`src/sv/greedy_max_cut_partition_assert.svh`:
```
// ---------------------------------------------------------------------------
// Greedy max-cut partitioner assertion macros
// Clocked, reset-qualified property wrappers used by the top level.
// ---------------------------------------------------------------------------
`ifndef GREEDY_MAX_CUT_PARTITION_ASSERT_SVH
`define GREEDY_MAX_CUT_PARTITION_ASSERT_SVH

// Property holds at every edge outside reset.
`define GMC_ASSERT_ALWAYS(lbl, expr, msg) \
  lbl: assert property (@(posedge clk_i) disable iff (!rst_ni) (expr)) else $error(msg);

// Trigger at one edge implies consequence at the next.
`define GMC_ASSERT_NEXT(lbl, pre, post, msg) \
  lbl: assert property (@(posedge clk_i) disable iff (!rst_ni) (pre) |=> (post)) \
    else $error(msg);

`endif

```
`src/sv/gmc_pkg.sv`:
```
// ---------------------------------------------------------------------------
// Greedy max-cut partitioner package
// Beat types, fixed field widths and the cell control bundle.
// ---------------------------------------------------------------------------
package gmc_pkg;

  localparam int unsigned ROW_W = 64;
  localparam int unsigned IDX_W = 6;
  localparam int unsigned CUT_W = 11;
  localparam logic [CUT_W-1:0] CUT_SAT = {CUT_W{1'b1}};

  typedef struct packed {
    logic [ROW_W-1:0] neighbor_row;
    logic             last_vertex;
  } in_beat_t;

  typedef struct packed {
    logic [IDX_W-1:0] vertex_index;
    logic             side;
    logic [IDX_W-1:0] edges_cut;
    logic [CUT_W-1:0] cut_total;
    logic             graph_done;
  } out_beat_t;

  // Broadcast to every cell of the row.
  typedef struct packed {
    logic accept;  // a vertex is placed this cycle
    logic clear;   // graph ends: drop all placements
    logic side;    // side chosen for the vertex being placed
  } cell_ctrl_t;

endpackage

```
`src/sv/gmc_cell.sv`:
```
// ---------------------------------------------------------------------------
// Greedy max-cut partitioner cell
// Holds one vertex slot; a one-hot write token walks the row one cell per beat.
// ---------------------------------------------------------------------------
module gmc_cell import gmc_pkg::*; #(
  parameter bit IS_FIRST = 1'b0
) (
  input  logic       clk_i,
  input  logic       rst_ni,
  input  cell_ctrl_t ctrl_i,
  input  logic       token_i,
  input  logic       row_bit_i,
  output logic       token_o,
  output logic       ones_o,
  output logic       zeros_o
);

  logic token_q, token_d;
  logic placed_q, placed_d;
  logic side_q, side_d;

  always_comb begin
    token_d  = token_q;
    placed_d = placed_q;
    side_d   = side_q;
    if (ctrl_i.clear) begin
      token_d  = IS_FIRST;
      placed_d = 1'b0;
      side_d   = 1'b0;
    end else if (ctrl_i.accept) begin
      token_d = token_i;
      if (token_q) begin
        placed_d = 1'b1;
        side_d   = ctrl_i.side;
      end
    end
  end

  always_ff @(posedge clk_i or negedge rst_ni) begin
    if (!rst_ni) begin
      token_q  <= IS_FIRST;
      placed_q <= 1'b0;
      side_q   <= 1'b0;
    end else begin
      token_q  <= token_d;
      placed_q <= placed_d;
      side_q   <= side_d;
    end
  end

  assign token_o = token_q;
  assign ones_o  = row_bit_i & placed_q & side_q;
  assign zeros_o = row_bit_i & placed_q & ~side_q;

endmodule

```
`src/sv/gmc_popcount.sv`:
```
// ---------------------------------------------------------------------------
// Greedy max-cut partitioner popcount
// Balanced adder tree over the per-cell neighbor flags.
// ---------------------------------------------------------------------------
module gmc_popcount #(
  parameter int unsigned N = 64
) (
  input  logic [N-1:0]             bits_i,
  output logic [$clog2(N+1)-1:0]   count_o
);

  localparam int unsigned LVL = $clog2(N);
  localparam int unsigned P   = 1 << LVL;
  localparam int unsigned CW  = $clog2(N + 1);

  // Heap-ordered tree: node 1 is the root, leaves start at P.
  logic [CW-1:0] node [1:2*P-1];

  for (genvar i = 0; i < P; i++) begin : g_leaf
    if (i < N) begin : g_used
      assign node[P+i] = CW'(bits_i[i]);
    end else begin : g_pad
      assign node[P+i] = '0;
    end
  end

  for (genvar k = 1; k < P; k++) begin : g_sum
    assign node[k] = CW'(node[2*k] + node[2*k+1]);
  end

  assign count_o = node[1];

endmodule

```
`src/sv/greedy_max_cut_partition.sv`:
```
// ---------------------------------------------------------------------------
// Greedy max-cut partitioner
// Registered: a result beat appears the cycle after its vertex is accepted.
// Throughput: one vertex per cycle unless stalled; the popcount tree over
//   the cell row and the side bit fed back to the token cell close within it.
// Reset: asynchronous, active low; clears all placements, the vertex index,
//   the running cut and the output valid. No clearing pass is needed.
// ---------------------------------------------------------------------------
`include "greedy_max_cut_partition_assert.svh"

module greedy_max_cut_partition import gmc_pkg::*; #(
  parameter int unsigned MAX_VERTICES = 64
) (
  input  logic      clk_i,
  input  logic      rst_ni,
  input  in_beat_t  in_data_i,
  input  logic      in_valid_i,
  output logic      in_stall_o,
  output out_beat_t out_data_o,
  output logic      out_valid_o,
  input  logic      out_stall_i
);

  localparam int unsigned CNT_W = $clog2(MAX_VERTICES + 1);

  // Handshake: the output register refills in the same cycle it drains, so
  // the input only stalls while a result beat is held by downstream.
  logic accept;
  logic out_valid_q;
  out_beat_t out_q;

  assign in_stall_o = out_valid_q & out_stall_i;
  assign accept     = in_valid_i & ~in_stall_o;

  // Cell row. token[v] marks the slot that the incoming vertex will occupy;
  // token[0] therefore means "first vertex of the graph", and the last cell
  // holding the token means the row is full and this vertex ends the graph.
  logic [MAX_VERTICES-1:0] token;
  logic [MAX_VERTICES-1:0] ones_bits;
  logic [MAX_VERTICES-1:0] zeros_bits;
  cell_ctrl_t ctrl;

  logic first_vtx;
  logic last_vtx;
  logic new_side;

  assign first_vtx = token[0];
  assign last_vtx  = in_data_i.last_vertex | token[MAX_VERTICES-1];

  assign ctrl.accept = accept;
  assign ctrl.clear  = accept & last_vtx;
  assign ctrl.side   = new_side;

  for (genvar v = 0; v < MAX_VERTICES; v++) begin : g_cell
    logic tok_in;
    if (v == 0) begin : g_head
      assign tok_in = 1'b0;
    end else begin : g_link
      assign tok_in = token[v-1];
    end

    gmc_cell #(
      .IS_FIRST (v == 0)
    ) u_cell (
      .clk_i     (clk_i),
      .rst_ni    (rst_ni),
      .ctrl_i    (ctrl),
      .token_i   (tok_in),
      .row_bit_i (in_data_i.neighbor_row[v]),
      .token_o   (token[v]),
      .ones_o    (ones_bits[v]),
      .zeros_o   (zeros_bits[v])
    );
  end

  // Earlier neighbors on each side. Cells that are not yet placed contribute
  // nothing, which masks self and forward edges.
  logic [CNT_W-1:0] ones_cnt;
  logic [CNT_W-1:0] zeros_cnt;

  gmc_popcount #(.N(MAX_VERTICES)) u_pop_ones (
    .bits_i  (ones_bits),
    .count_o (ones_cnt)
  );

  gmc_popcount #(.N(MAX_VERTICES)) u_pop_zeros (
    .bits_i  (zeros_bits),
    .count_o (zeros_cnt)
  );

  // Go opposite the majority; a tie lands on side 1, the first vertex on 0.
  assign new_side = first_vtx ? 1'b0 : ~(ones_cnt > zeros_cnt);

  logic [IDX_W-1:0] cut;
  assign cut = new_side ? IDX_W'(zeros_cnt) : IDX_W'(ones_cnt);

  // Running cut, saturating (cannot actually reach the limit).
  logic [CUT_W-1:0] running_q, running_d;
  logic [CUT_W:0]   run_sum;
  logic [CUT_W-1:0] run_next;

  assign run_sum  = {1'b0, running_q} + (CUT_W + 1)'(cut);
  assign run_next = run_sum[CUT_W] ? CUT_SAT : run_sum[CUT_W-1:0];

  logic [IDX_W-1:0] idx_q, idx_d;

  always_comb begin
    idx_d     = idx_q;
    running_d = running_q;
    if (accept) begin
      if (last_vtx) begin
        idx_d     = '0;
        running_d = '0;
      end else begin
        idx_d     = idx_q + IDX_W'(1);
        running_d = run_next;
      end
    end
  end

  always_ff @(posedge clk_i or negedge rst_ni) begin
    if (!rst_ni) begin
      idx_q     <= '0;
      running_q <= '0;
    end else begin
      idx_q     <= idx_d;
      running_q <= running_d;
    end
  end

  // Output register.
  always_ff @(posedge clk_i or negedge rst_ni) begin
    if (!rst_ni) begin
      out_valid_q <= 1'b0;
    end else if (accept) begin
      out_valid_q <= 1'b1;
    end else if (!out_stall_i) begin
      out_valid_q <= 1'b0;
    end
  end

  always_ff @(posedge clk_i) begin
    if (accept) begin
      out_q.vertex_index <= idx_q;
      out_q.side         <= new_side;
      out_q.edges_cut    <= cut;
      out_q.cut_total    <= run_next;
      out_q.graph_done   <= last_vtx;
    end
  end

  assign out_valid_o = out_valid_q;
  assign out_data_o  = out_q;

  // Checks.
  `GMC_ASSERT_ALWAYS(a_token_onehot, $onehot(token), "write token not one-hot")
  `GMC_ASSERT_NEXT(a_graph_restart, accept && last_vtx,
                   token[0] && idx_q == '0 && running_q == '0,
                   "state not cleared after last vertex")
  `GMC_ASSERT_ALWAYS(a_cut_bound,
                     !out_valid_o || out_data_o.edges_cut <= out_data_o.vertex_index,
                     "edges cut exceeds earlier vertex count")

endmodule

```
`config.mk`:
```
export PLATFORM = sky130hd
export DESIGN_NAME = greedy_max_cut_partition
export DESIGN_NICKNAME = d
export VERILOG_FILES = /design/src/sv/gmc_pkg.sv /design/src/sv/gmc_cell.sv /design/src/sv/gmc_popcount.sv /design/src/sv/greedy_max_cut_partition.sv
export VERILOG_INCLUDE_DIRS = /design/src /design/src/sv
export SDC_FILE = /design/constraint.sdc
export NUM_CORES = 1
export LEC_CHECK = 0
export ABC_AREA = 1
export BUFFER_PORTS_ARGS = -buffer_cell sky130_fd_sc_hd__buf_4
export CAP_MARGIN = 25
export CELL_PAD_IN_SITES_DETAIL_PLACEMENT = 1
export CELL_PAD_IN_SITES_GLOBAL_PLACEMENT = 1
export CORE_MARGIN = 1.5
export CORE_UTILIZATION = 40
export CTS_BUF_LIST = sky130_fd_sc_hd__clkbuf_8 sky130_fd_sc_hd__clkbuf_16
export CTS_CLUSTER_SIZE = 14
export DETAILED_ROUTE_END_ITERATION = 10
export PLACE_DENSITY = 0.81
export SLEW_MARGIN = 20
export SYNTH_ARGS = -nofsm -noshare
export SYNTH_HDL_FRONTEND = slang
export SYNTH_SLANG_ARGS = --single-unit
```
`constraint.sdc`:
```
create_clock -name clk_i -period 9.7 [get_ports clk_i]
set_input_delay 0.485 -clock clk_i [delete_from_list [all_inputs] [get_ports clk_i]]
set_output_delay 0.485 -clock clk_i [all_outputs]
set_load 0.005 [all_outputs]
```
# --- After elaboration in Yosys (flattened, before gate mapping) ---
# Cells that the tools add are included.
totals:
  ff_bits: 235
  latch_bits: 0
  ramBits: 0
  romBits: 0
  input_bits: 69
  memories: 0
op_classes:
  addsub: 128
  n_mul: 0
  div: 0
  n_lt_le_gt_ge: 1
  eq_ne: 1
  n_shift: 0
  n_mux: 519
  bitwise: 262
  n_reduce_logical: 129
op_table:
  columns: ["cell", "n"]
  rows:
  - ["$mux W1", 515]
  - ["$and A1 B1 Y1", 195]
  - ["$reduce_bool A2 Y1", 65]
  - ["$add A1 B1 Y2", 64]
  - ["$reduce_and A2 Y1", 64]
  - ["$add A2 B2 Y3", 32]
  - ["$not A1 Y1", 66]
  - ["$add A3 B3 Y4", 16]
  - ["$add A4 B4 Y5", 8]
  - ["$add A5 B5 Y6", 4]
  - ["$mux W11", 2]
  - ["$add A6 B6 Y7", 2]
  - ["$add A11 B6 Y12", 1]
  - ["$mux W6", 2]
  - ["$gt A7 B7 Y1", 1]
  - ["$add A6 B1 Y6 const B", 1]
  - ["$ne A2 B1 Y1 const B", 1]
  - ["$or A1 B1 Y1", 1]

# --- Depth between registers and ports, before layout ---
# Gate-level depths: netlist of the first run.
depth:
  ltp_word: 15
  mapped_depth: 46

# --- Modules after synthesis ---
# A second synthesis of the first run with hierarchy kept.
hier_totals:
  cells_unflattened: 1913
  hier_area_um2: 15877.7
modules_own_cells:
  columns: ["module", "n_inst", "cells_per_inst", "area_per_inst_um2", "seq_area_each_um2"]
  rows:
  - ["gmc_cell at g_cell[10].u_cell ...", 63, 19, 142.6, 75.1]
  - ["greedy_max_cut_partition", 1, 255, 2347.3, 1201.2]
  - ["gmc_popcount at u_pop_ones", 1, 224, 2210.9, 0.0]
  - ["gmc_popcount at u_pop_zeros", 1, 219, 2192.1, 0.0]
  - ["gmc_cell at g_cell[0].u_cell", 1, 18, 141.4, 76.3]

# --- Worst setup path after synthesis of the first run ---
# OpenSTA, ideal clock, no wires.
synth_path:
  kind: "input to register"
  from: "in in_data_i[12] in the netlist's numbering"
  to: "reg out_q (netlist bit out_data_o[7]), data pin"
  setup_ns: 0.269
  arrival_time_ns: 7.896
  required_ns: 9.431
  slack_ns: 1.535
  cell_stages: 37
  path_buffers: 1
  path_cell_list: "inv_1 > nor3_1 > fa_1 > fa_1 > inv_1 > fa_1 > fa_1 > fa_1 > fa_1 > fa_1 > fa_1 > inv_1 > ha_1 > inv_1 > fa_1 > o21ai_0 > xnor2_1 > inv_1 > ha_1 > nand2_1 > nor2_1 > nand2_1 > nand2_1 > nand2_1 > buf_2 > nand2_2 > nand2_1 > nand2_1 > ha_1 > inv_1 > fa_1 > inv_1 > nand3_1 > nand3_1 > nand2_1 > nand3_1 > nand3_1"
synth_via:
  elab_chain_len: 14
  word_cells_on_any_way: 21
synth_lines:
  columns: ["element", "line_no", "source"]
  rows:
  - ["start, declared", "greedy_max_cut_partition.sv:16", "input in_beat_t in_data_i,"]
  - ["$and A1 B1 Y1 (*)", "gmc_cell.sv:52, gmc_cell.sv:53", null]
  - ["$and A1 B1 Y1, on equally long branches", "gmc_cell.sv:52, gmc_cell.sv:53", null]
  - ["$add A1 B1 Y2", "gmc_popcount.sv:28", "assign node[k] = CW'(node[2*k] + node[2*k+1]);"]
  - ["$add A2 B2 Y3", "gmc_popcount.sv:28", null]
  - ["$add A3 B3 Y4", "gmc_popcount.sv:28", null]
  - ["$add A4 B4 Y5", "gmc_popcount.sv:28", null]
  - ["$add A5 B5 Y6", "gmc_popcount.sv:28", null]
  - ["$add A6 B6 Y7", "gmc_popcount.sv:28", null]
  - ["$gt A7 B7 Y1", "greedy_max_cut_partition.sv:92", "assign new_side = first_vtx ? 1'b0 : ~(ones_cnt > zeros_cnt);"]
  - ["$not A1 Y1", "greedy_max_cut_partition.sv:92", null]
  - ["$mux W1", "greedy_max_cut_partition.sv:92", null]
  - ["$mux W6 (*)", "greedy_max_cut_partition.sv:95", "assign cut = new_side ? IDX_W'(zeros_cnt) : IDX_W'(ones_cnt);"]
  - ["named net cut[0]", "greedy_max_cut_partition.sv:94", "logic [IDX_W-1:0] cut;"]
  - ["$add A11 B6 Y12 (*)", "greedy_max_cut_partition.sv:102", "assign run_sum = {1'b0, running_q} + (CUT_W + 1)'(cut);"]
  - ["$mux W11 (*)", "greedy_max_cut_partition.sv:103", "assign run_next = run_sum[CUT_W] ? CUT_SAT : run_sum[CUT_W-1:0];"]
  - ["named net run_next[6]", "greedy_max_cut_partition.sv:100", "logic [CUT_W-1:0] run_next;"]
  - ["end, declared", "greedy_max_cut_partition.sv:30", "out_beat_t out_q;"]
# Mark *: on every way through the listed nets, which the timed path passes. The rest lies on a longest branch.
# A chain may end at the register's enable or synchronous reset.

# --- Worst setup path in the final report of the first run ---
layout_path:
  from: "reg g_cell[11].u_cell.side_q"
  to: "reg out_q (netlist bit out_data_o[6]), data pin"
layout_via:
  elab_chain_len: 14
  word_cells_on_any_way: 21
layout_lines:
  columns: ["element", "line_no", "source"]
  rows:
  - ["start, declared", "gmc_cell.sv:20", "logic side_q, side_d;"]
  - ["start signal, assigned", "gmc_cell.sv:47", "side_q <= side_d;"]
  - ["$not A1 Y1", "gmc_cell.sv:53", "assign zeros_o = row_bit_i & placed_q & ~side_q;"]
  - ["$and A1 B1 Y1", "gmc_cell.sv:53", null]
  - ["$add A1 B1 Y2", "gmc_popcount.sv:28", null]
  - ["$add A2 B2 Y3", "gmc_popcount.sv:28", null]
  - ["$add A3 B3 Y4", "gmc_popcount.sv:28", null]
  - ["$add A4 B4 Y5", "gmc_popcount.sv:28", null]
  - ["$add A5 B5 Y6", "gmc_popcount.sv:28", null]
  - ["$add A6 B6 Y7", "gmc_popcount.sv:28", null]
  - ["$gt A7 B7 Y1", "greedy_max_cut_partition.sv:92", null]
  - ["$not A1 Y1", "greedy_max_cut_partition.sv:92", null]
  - ["$mux W1", "greedy_max_cut_partition.sv:92", null]
  - ["$mux W6 (*)", "greedy_max_cut_partition.sv:95", null]
  - ["named net cut[2]", "greedy_max_cut_partition.sv:94", null]
  - ["$add A11 B6 Y12 (*)", "greedy_max_cut_partition.sv:102", null]
  - ["$mux W11 (*)", "greedy_max_cut_partition.sv:103", null]
  - ["named net run_next[5]", "greedy_max_cut_partition.sv:100", null]
# Marked as above.

==> results of run 1 <==
## area by class of cell
class,instances,area [µm²],area share (%)
inverter,294,1110,7.09
clock inverter,17,141,0.903
timing repair buffer,102,787,5.02
tap,448,561,3.58
multi-input combinational,882,6300,40.2
clock buffer,33,758,4.84
sequential,235,6010,38.4
## cell families (layout without fill, tap and decap cells)
family                     Yosys count  count (layout)
DFF                                235             235
buffers and inverters              337             446
adders and majority gates          153             153
AOI/OAI and AO/OA                  243             243
and+or+nand+nor                    479             479
xor gates and xnor gates             7               7
## cell usage after synthesis, drive strengths merged, types with 2 or more instances
library cell	number
fa	109
clkbuf	14
o22ai	62
nand4	5
ha	44
o211ai	2
nor2	157
xnor2	4
nand3b	35
xor2	3
or2	4
dfrtp	209
nand2	207
a22oi	14
nor3	8
buf	29
a21oi	34
nand3	62
o21ai	127
inv	294
edfxtp	25
## worst reg2reg max path, delay by kind of cell (launching register included)
kind            cells  cell delay [ns]
compound gates      5             0.87
fa+ha+maj          12             5.56
buf+inv             4             0.28
flops               1             0.36
simple gates       12             1.79
## stage by stage
stage          power (W)  instances
6_report         0.00283       2011
4_1_cts          0.00286       2010
3_5_place_dp     0.00181       1959
2_1_floorplan    0.00160       1454
3_3_place_gp     0.00176       1959
5_1_grt          0.00298       2011
## power breakdown
group / internal (W) / total (W) / switching (W) / leakage (nW)
logic: 0.000181 / 0.000512 / 0.000331 / 4.56
clock network: 0.000606 / 0.00103 / 0.000426 / 0.478
registers: 0.00116 / 0.00128 / 0.000121 / 3.09
## flip-flops by register name (all words and copies together), names as in the netlist
name,count
out_data_o,25
g_cell.u_cell.token_o,64
idx_q,6
out_valid_o,1
running_q,11
g_cell.u_cell.placed_q,64
g_cell.u_cell.side_q,64
## what timing repair did
item / 4_1_cts / 5_1_grt
endpoints found under the hold margin: 67 / 0
endpoints found under the setup margin: 0 / 22
hold buffers: 1 / 0
resized for setup: 0 / 2
## cell usage in the layout, fill, tap and decap left out, types with 5 or more instances in the layout
| master | Yosys | final |
|---|---|---|
| nand3b_1 | 35 | 35 |
| a21oi_1 | 34 | 34 |
| inv_1 | 290 | 299 |
| nand3_1 | 62 | 62 |
| o21ai_1 | 20 | 21 |
| clkbuf_16 | 0 | 27 |
| nor3_1 | 8 | 8 |
| clkinv_2 | 0 | 5 |
| a22oi_1 | 14 | 14 |
| edfxtp_1 | 25 | 25 |
| clkbuf_8 | 0 | 7 |
| nand2_1 | 201 | 200 |
| buf_4 | 0 | 99 |
| o21ai_2 | 12 | 12 |
| o22ai_1 | 62 | 62 |
| dfrtp_1 | 209 | 209 |
| fa_1 | 109 | 109 |
| nand4_1 | 5 | 5 |
| nor2_1 | 154 | 154 |
| ha_1 | 44 | 44 |
| o21ai_0 | 95 | 94 |
## final timing paths
path / startpoint / to / slack, ns / cells past startpoint
max: g_cell[11].u_cell.side_q / out_data_o[6] / 0.57 / 33
min reg2reg: idx_q[5] / out_data_o[24] / 0.45 / 0
min in group asynchronous: rst_ni / running_q[9] / 0.50 / 2
max reg2reg: g_cell[11].u_cell.side_q / out_data_o[6] / 0.57 / 33
max in group asynchronous: rst_ni / g_cell[43].u_cell.side_q / 7.80 / 3
min: out_stall_i / out_valid_o / 0.22 / 3
## per-layer routing
metal / vias to the layer above / GRT usage [%]
met5: - / 0
met4: 0 / 10.0
met3: 100 / 3.03
met2: 240 / 42.4
met1: 5412 / 27.8
li1: 4780 / -
==> flow_summary.yaml, run 1 <==
outcome:
  outcome: "completed"
route:
  wl_mm: 39.6
  drt_pass1_iterations: 5
  met2_length_mm: 20.5
  routed-wl-met3_mm: 1.47
  ant_nets: 0
  wire_per_inst_um: 19.7
  via_per_inst: 5.24
  dr.max_layer_used: "met4"
  drc: 0
  dr_total_vias: 10500
  wl_met1_mm: 15.9
  drt_iter0_drc: 409
yosys:
  synthFlopType: "dfrtp_1"
  ys_warn_count: 0
  yosys.area_share.simple_pct: 15.5
  synthMuxAreaShare_pct: 0
  syn_nets: 1676
  synth_top_family_by_area: "adder cells"
  synth_xor_area_share_pct: 0.450
  synthAdderAreaFrac_pct: 20.1
  avgSynthCellArea_um2: 9.37
  synth_edf_count: 25
  syn_area_mm2: 0.0136
  synthArstFlopShare_pct: 89.4
  ys_seq_area_share_pct: 44.1
  synth_cells: 1454
  yosysTopAreaCell: "dfrtp_1"
  synth_compound_area_share_pct: 10.2
  synthTopCellsByArea: "dfrtp_1 (38%), fa_1 (16%), inv_1 (8.0%)"
  synth_cell_type_count: 38
  yosysTopAreaCellShare_pct: 38.4
  synth_seq_cells: 235
pwr:
  p_leak_nw: 8.13
  pwr_density_cell_mw_per_mm2: 181
  irDropWorstVdd_mv: 0.142
floorplanning:
  start_util_pct: 40.6
  die_h_um: 188
  die_area_mm2: 0.0352
  num_rows: 67
  fp.dieW_um: 188
  ios: 96
  core-area_mm2: 0.0335
job:
  cap_viol_max_count: 0
sta:
  finalSetupViolCount: 0
  skew_ns: 0.0172
  tns_ns: 0
  layout_min_cycle_time_ns: 9.13
  max_slew_margin_pct: 27.0
  max_slew.worst_pin.slew_ns: 1.10
  rsz0062_at_grt: "false"
  fmax_mhz: 110
  fin_crit_sh_pct: 94.1
  hold_violations: 0
  setup_ws_ns: 0.570
  timing.hold.ws_ns: 0.219
  slew_violations: 0
critical_path:
  cp_top_family: "adder cells"
  critPathMaxStageDelay_ns: 0.57
  cp.required_ns: 9.98
  crit_type: "reg2reg"
  slowest_stage: "fa_1"
  end_kind: "flop"
  crit_buf_inv: 4
  path_common_cell: "fa_1"
  startpoint_type: "flop"
  worstPathArrival_ns: 9.41
  cp_max_fo: 11
placement:
  gp_congestion: 0.897
  place_area_mm2: 0.0147
  portBuffers: 95
  pre_cts_ws_ns: 0.188
  dp_hpwl_mm: 27.8
final_layout:
  fin_util_pct: 46.7
  syn_to_final_growth_pct: 14.9
  fin_nets: 1764
  drive_above_1_share_pct: 11.1
  fillers: 3891
  design_area_mm2: 0.0157
  num_antenna_cells: 0
grt:
  grt_usage_pct: 23.4
  grt_pass1_vias: 11900
  grt_pass1_wl_mm: 64.2
  antenna_found_initial: 0
  grt_max_degree: 75
  grt-ovfl-total: 0
clock_tree:
  cts_buffer_depth: 3
  root_buffer: "clkbuf_16"
  cts_sinks: 235
  insertion_delay_ns: 0.57
  cts.clk_slew.worst_paths_ns: 0.06
  cts-htree-levels: 1
  cts_setup_buffers: 0
  cts_inserted_buffers: 27
  cts_tree: "built"
min_path:
  hold_class: "in2reg"
No activity file was read; power rests on OpenSTA's default activity.
==> run 2, diff against run 1 <==
Settings changed: CORE_MARGIN 1.5 to not set, CTS_CLUSTER_DIAMETER set to 200, PLACE_DENSITY 0.81 to not set, PLACE_DENSITY_LB_ADDON set to 0.1.
==> flow_summary.yaml, run 2 (same netlist as run 1, synthesis figures left out) <==
clock_tree:
  cts.clk_slew.worst_paths_ns: 0.07
  cts_tree: "built"
  cts-htree-levels: 1
  cts_sinks: 235
  cts_setup_buffers: 0
  root_buffer: "clkbuf_16"
  cts_resized: 0
  hold_buffers: 1
  cts_buffer_depth: 3
  insertion_delay_ns: 0.52
  cts_inserted_buffers: 20
grt:
  grt_pass1_wl_mm: 61.0
  grt_usage_pct: 22.7
  grt-ovfl-total: 0
  grt_max_degree: 84
  antenna_found_initial: 0
  grt_pass1_vias: 10900
final_layout:
  syn_to_final_growth_pct: 12.5
  fin_nets: 1757
  num_antenna_cells: 0
  fillers: 3931
  seqCellArea_mm2: 0.00601
  final_cells: 1994
  drive_above_1_share_pct: 9.90
  layout_commonest_cell: "inv_1"
  multi_input_comb_area_mm2: 0.00630
  layout_common_cells: "inv_1 (301), dfrtp_1 (209), nand2_1 (201)"
sta:
  finalSetupViolCount: 0
  setup_ws_ns: 0.644
  fin_crit_sh_pct: 93.4
  slew_violations: 0
  skew_ns: 0.0168
  timing.hold.ws_ns: 0.220
  layout_min_cycle_time_ns: 9.06
  tns_ns: 0
  fmax_mhz: 110
  max_slew.worst_pin.slew_ns: 0.895
  max_slew_margin_pct: 40.4
  hold_violations: 0
  rsz0062_at_grt: "false"
route:
  dr_total_vias: 9957
  drc: 0
  wl_mm: 38.1
  wire_per_inst_um: 19.1
  ant_nets: 0
  drt_pass1_iterations: 4
  via_per_inst: 4.99
  drt_iter0_drc: 398
floorplanning:
  die_area_mm2: 0.0348
  core-area_mm2: 0.0335
  die_h_um: 187
  start_util_pct: 40.6
  fp.dieW_um: 187
  ios: 96
  num_rows: 67
placement:
  pre_cts_ws_ns: 0.398
  portBuffers: 95
  place_inst: 1960
  gp_congestion: 0.844
  dp_hpwl_mm: 27.6
critical_path:
  cp_max_fo: 11
  crit_type: "reg2reg"
  end_kind: "flop"
  path_common_cell: "fa_1"
  critPathMaxStageDelay_ns: 0.58
  crit_buf_inv: 4
  slowest_stage: "fa_1"
  startpoint_type: "flop"
  cp.required_ns: 9.95
  cp_top_family: "adder cells"
  worstPathArrival_ns: 9.31
job:
  cap_viol_max_count: 0
pwr:
  irDropWorstVdd_mv: 0.114
  p_leak_nw: 7.97
  pwr_density_cell_mw_per_mm2: 166
min_path:
  hold_class: "in2reg"
outcome:
  outcome: "completed"
-- run 2: changes by cell type in the layout (fill, tap and decap cells not counted), sizes merged --
cell / previous run / this run
buf: 100 / 101
clkbuf: 34 / 21
inv: 303 / 305
clkinv: 5 / 1
clkinvlp: 1 / 0
bufinv: 2 / 0
-- run 2: path summary, 6_finish.rpt --
| kind | end | slack, ns | from | depth (start not counted) |
|---|---|---|---|---|
| setup / recovery | out_data_o[3] | 0.64 | g_cell[11].u_cell.side_q | 33 |
| hold / removal | out_valid_o | 0.22 | out_stall_i | 3 |
| setup reg to reg | out_data_o[3] | 0.64 | g_cell[11].u_cell.side_q | 33 |
| hold reg to reg | out_data_o[24] | 0.46 | idx_q[5] | 0 |
| max in group asynchronous | g_cell[54].u_cell.token_o | 6.98 | rst_ni | 4 |
| min in group asynchronous | running_q[10] | 0.55 | rst_ni | 2 |
-- run 2: routing by layer --
metal  wire, µm  up-vias  part of all wire, %  global-route usage [%]
met5          0        -                    0                       0
met4        853        0                  2.2                    5.58
met3       1090       47                  2.9                    2.82
met2      19200      131                   50                    40.2
met1      16900     5036                   44                    29.4
li1           -     4743                    -                       -
-- run 2: area by class of cell --
| class | count | share of cell area [%] |
|---|---|---|
| clock inverter | 12 | 0.302 |
| clock buffer | 21 | 3.43 |
| multi-input combinational | 882 | 41.1 |
| tap | 448 | 3.66 |
| timing repair buffer | 102 | 5.06 |
| inverter | 294 | 7.25 |
| sequential | 235 | 39.2 |
-- run 2: metrics by stage --
step | cell area [µm²] | total power [W] | util (%)
after floorplan | 13600 | 0.00160 | -
after global placement | 14700 | 0.00177 | 44.0
after detailed placement | 14700 | 0.00180 | 44.0
after CTS | 15300 | 0.00258 | 45.7
after global routing | 15300 | 0.00270 | 45.7
final | 15300 | 0.00254 | 45.7
-- run 2: worst reg2reg max path: cells and delay by family, from the launching register on --
| family | cells | cell delay (ns) |
|---|---|---|
| AOI/OAI and AO/OA | 5 | 0.92 |
| adders and majority gates | 12 | 5.38 |
| buffers and inverters | 4 | 0.24 |
| DFF | 1 | 0.36 |
| and+or+nand+nor | 12 | 1.90 |
-- run 2: power breakdown --
group / switching [W] / internal (W) / total, W
registers: 0.000115 / 0.00116 / 0.00128
logic: 0.000317 / 0.000178 / 0.000495
clock network: 0.000377 / 0.000388 / 0.000765
total: 0.000810 / 0.00173 / 0.00254
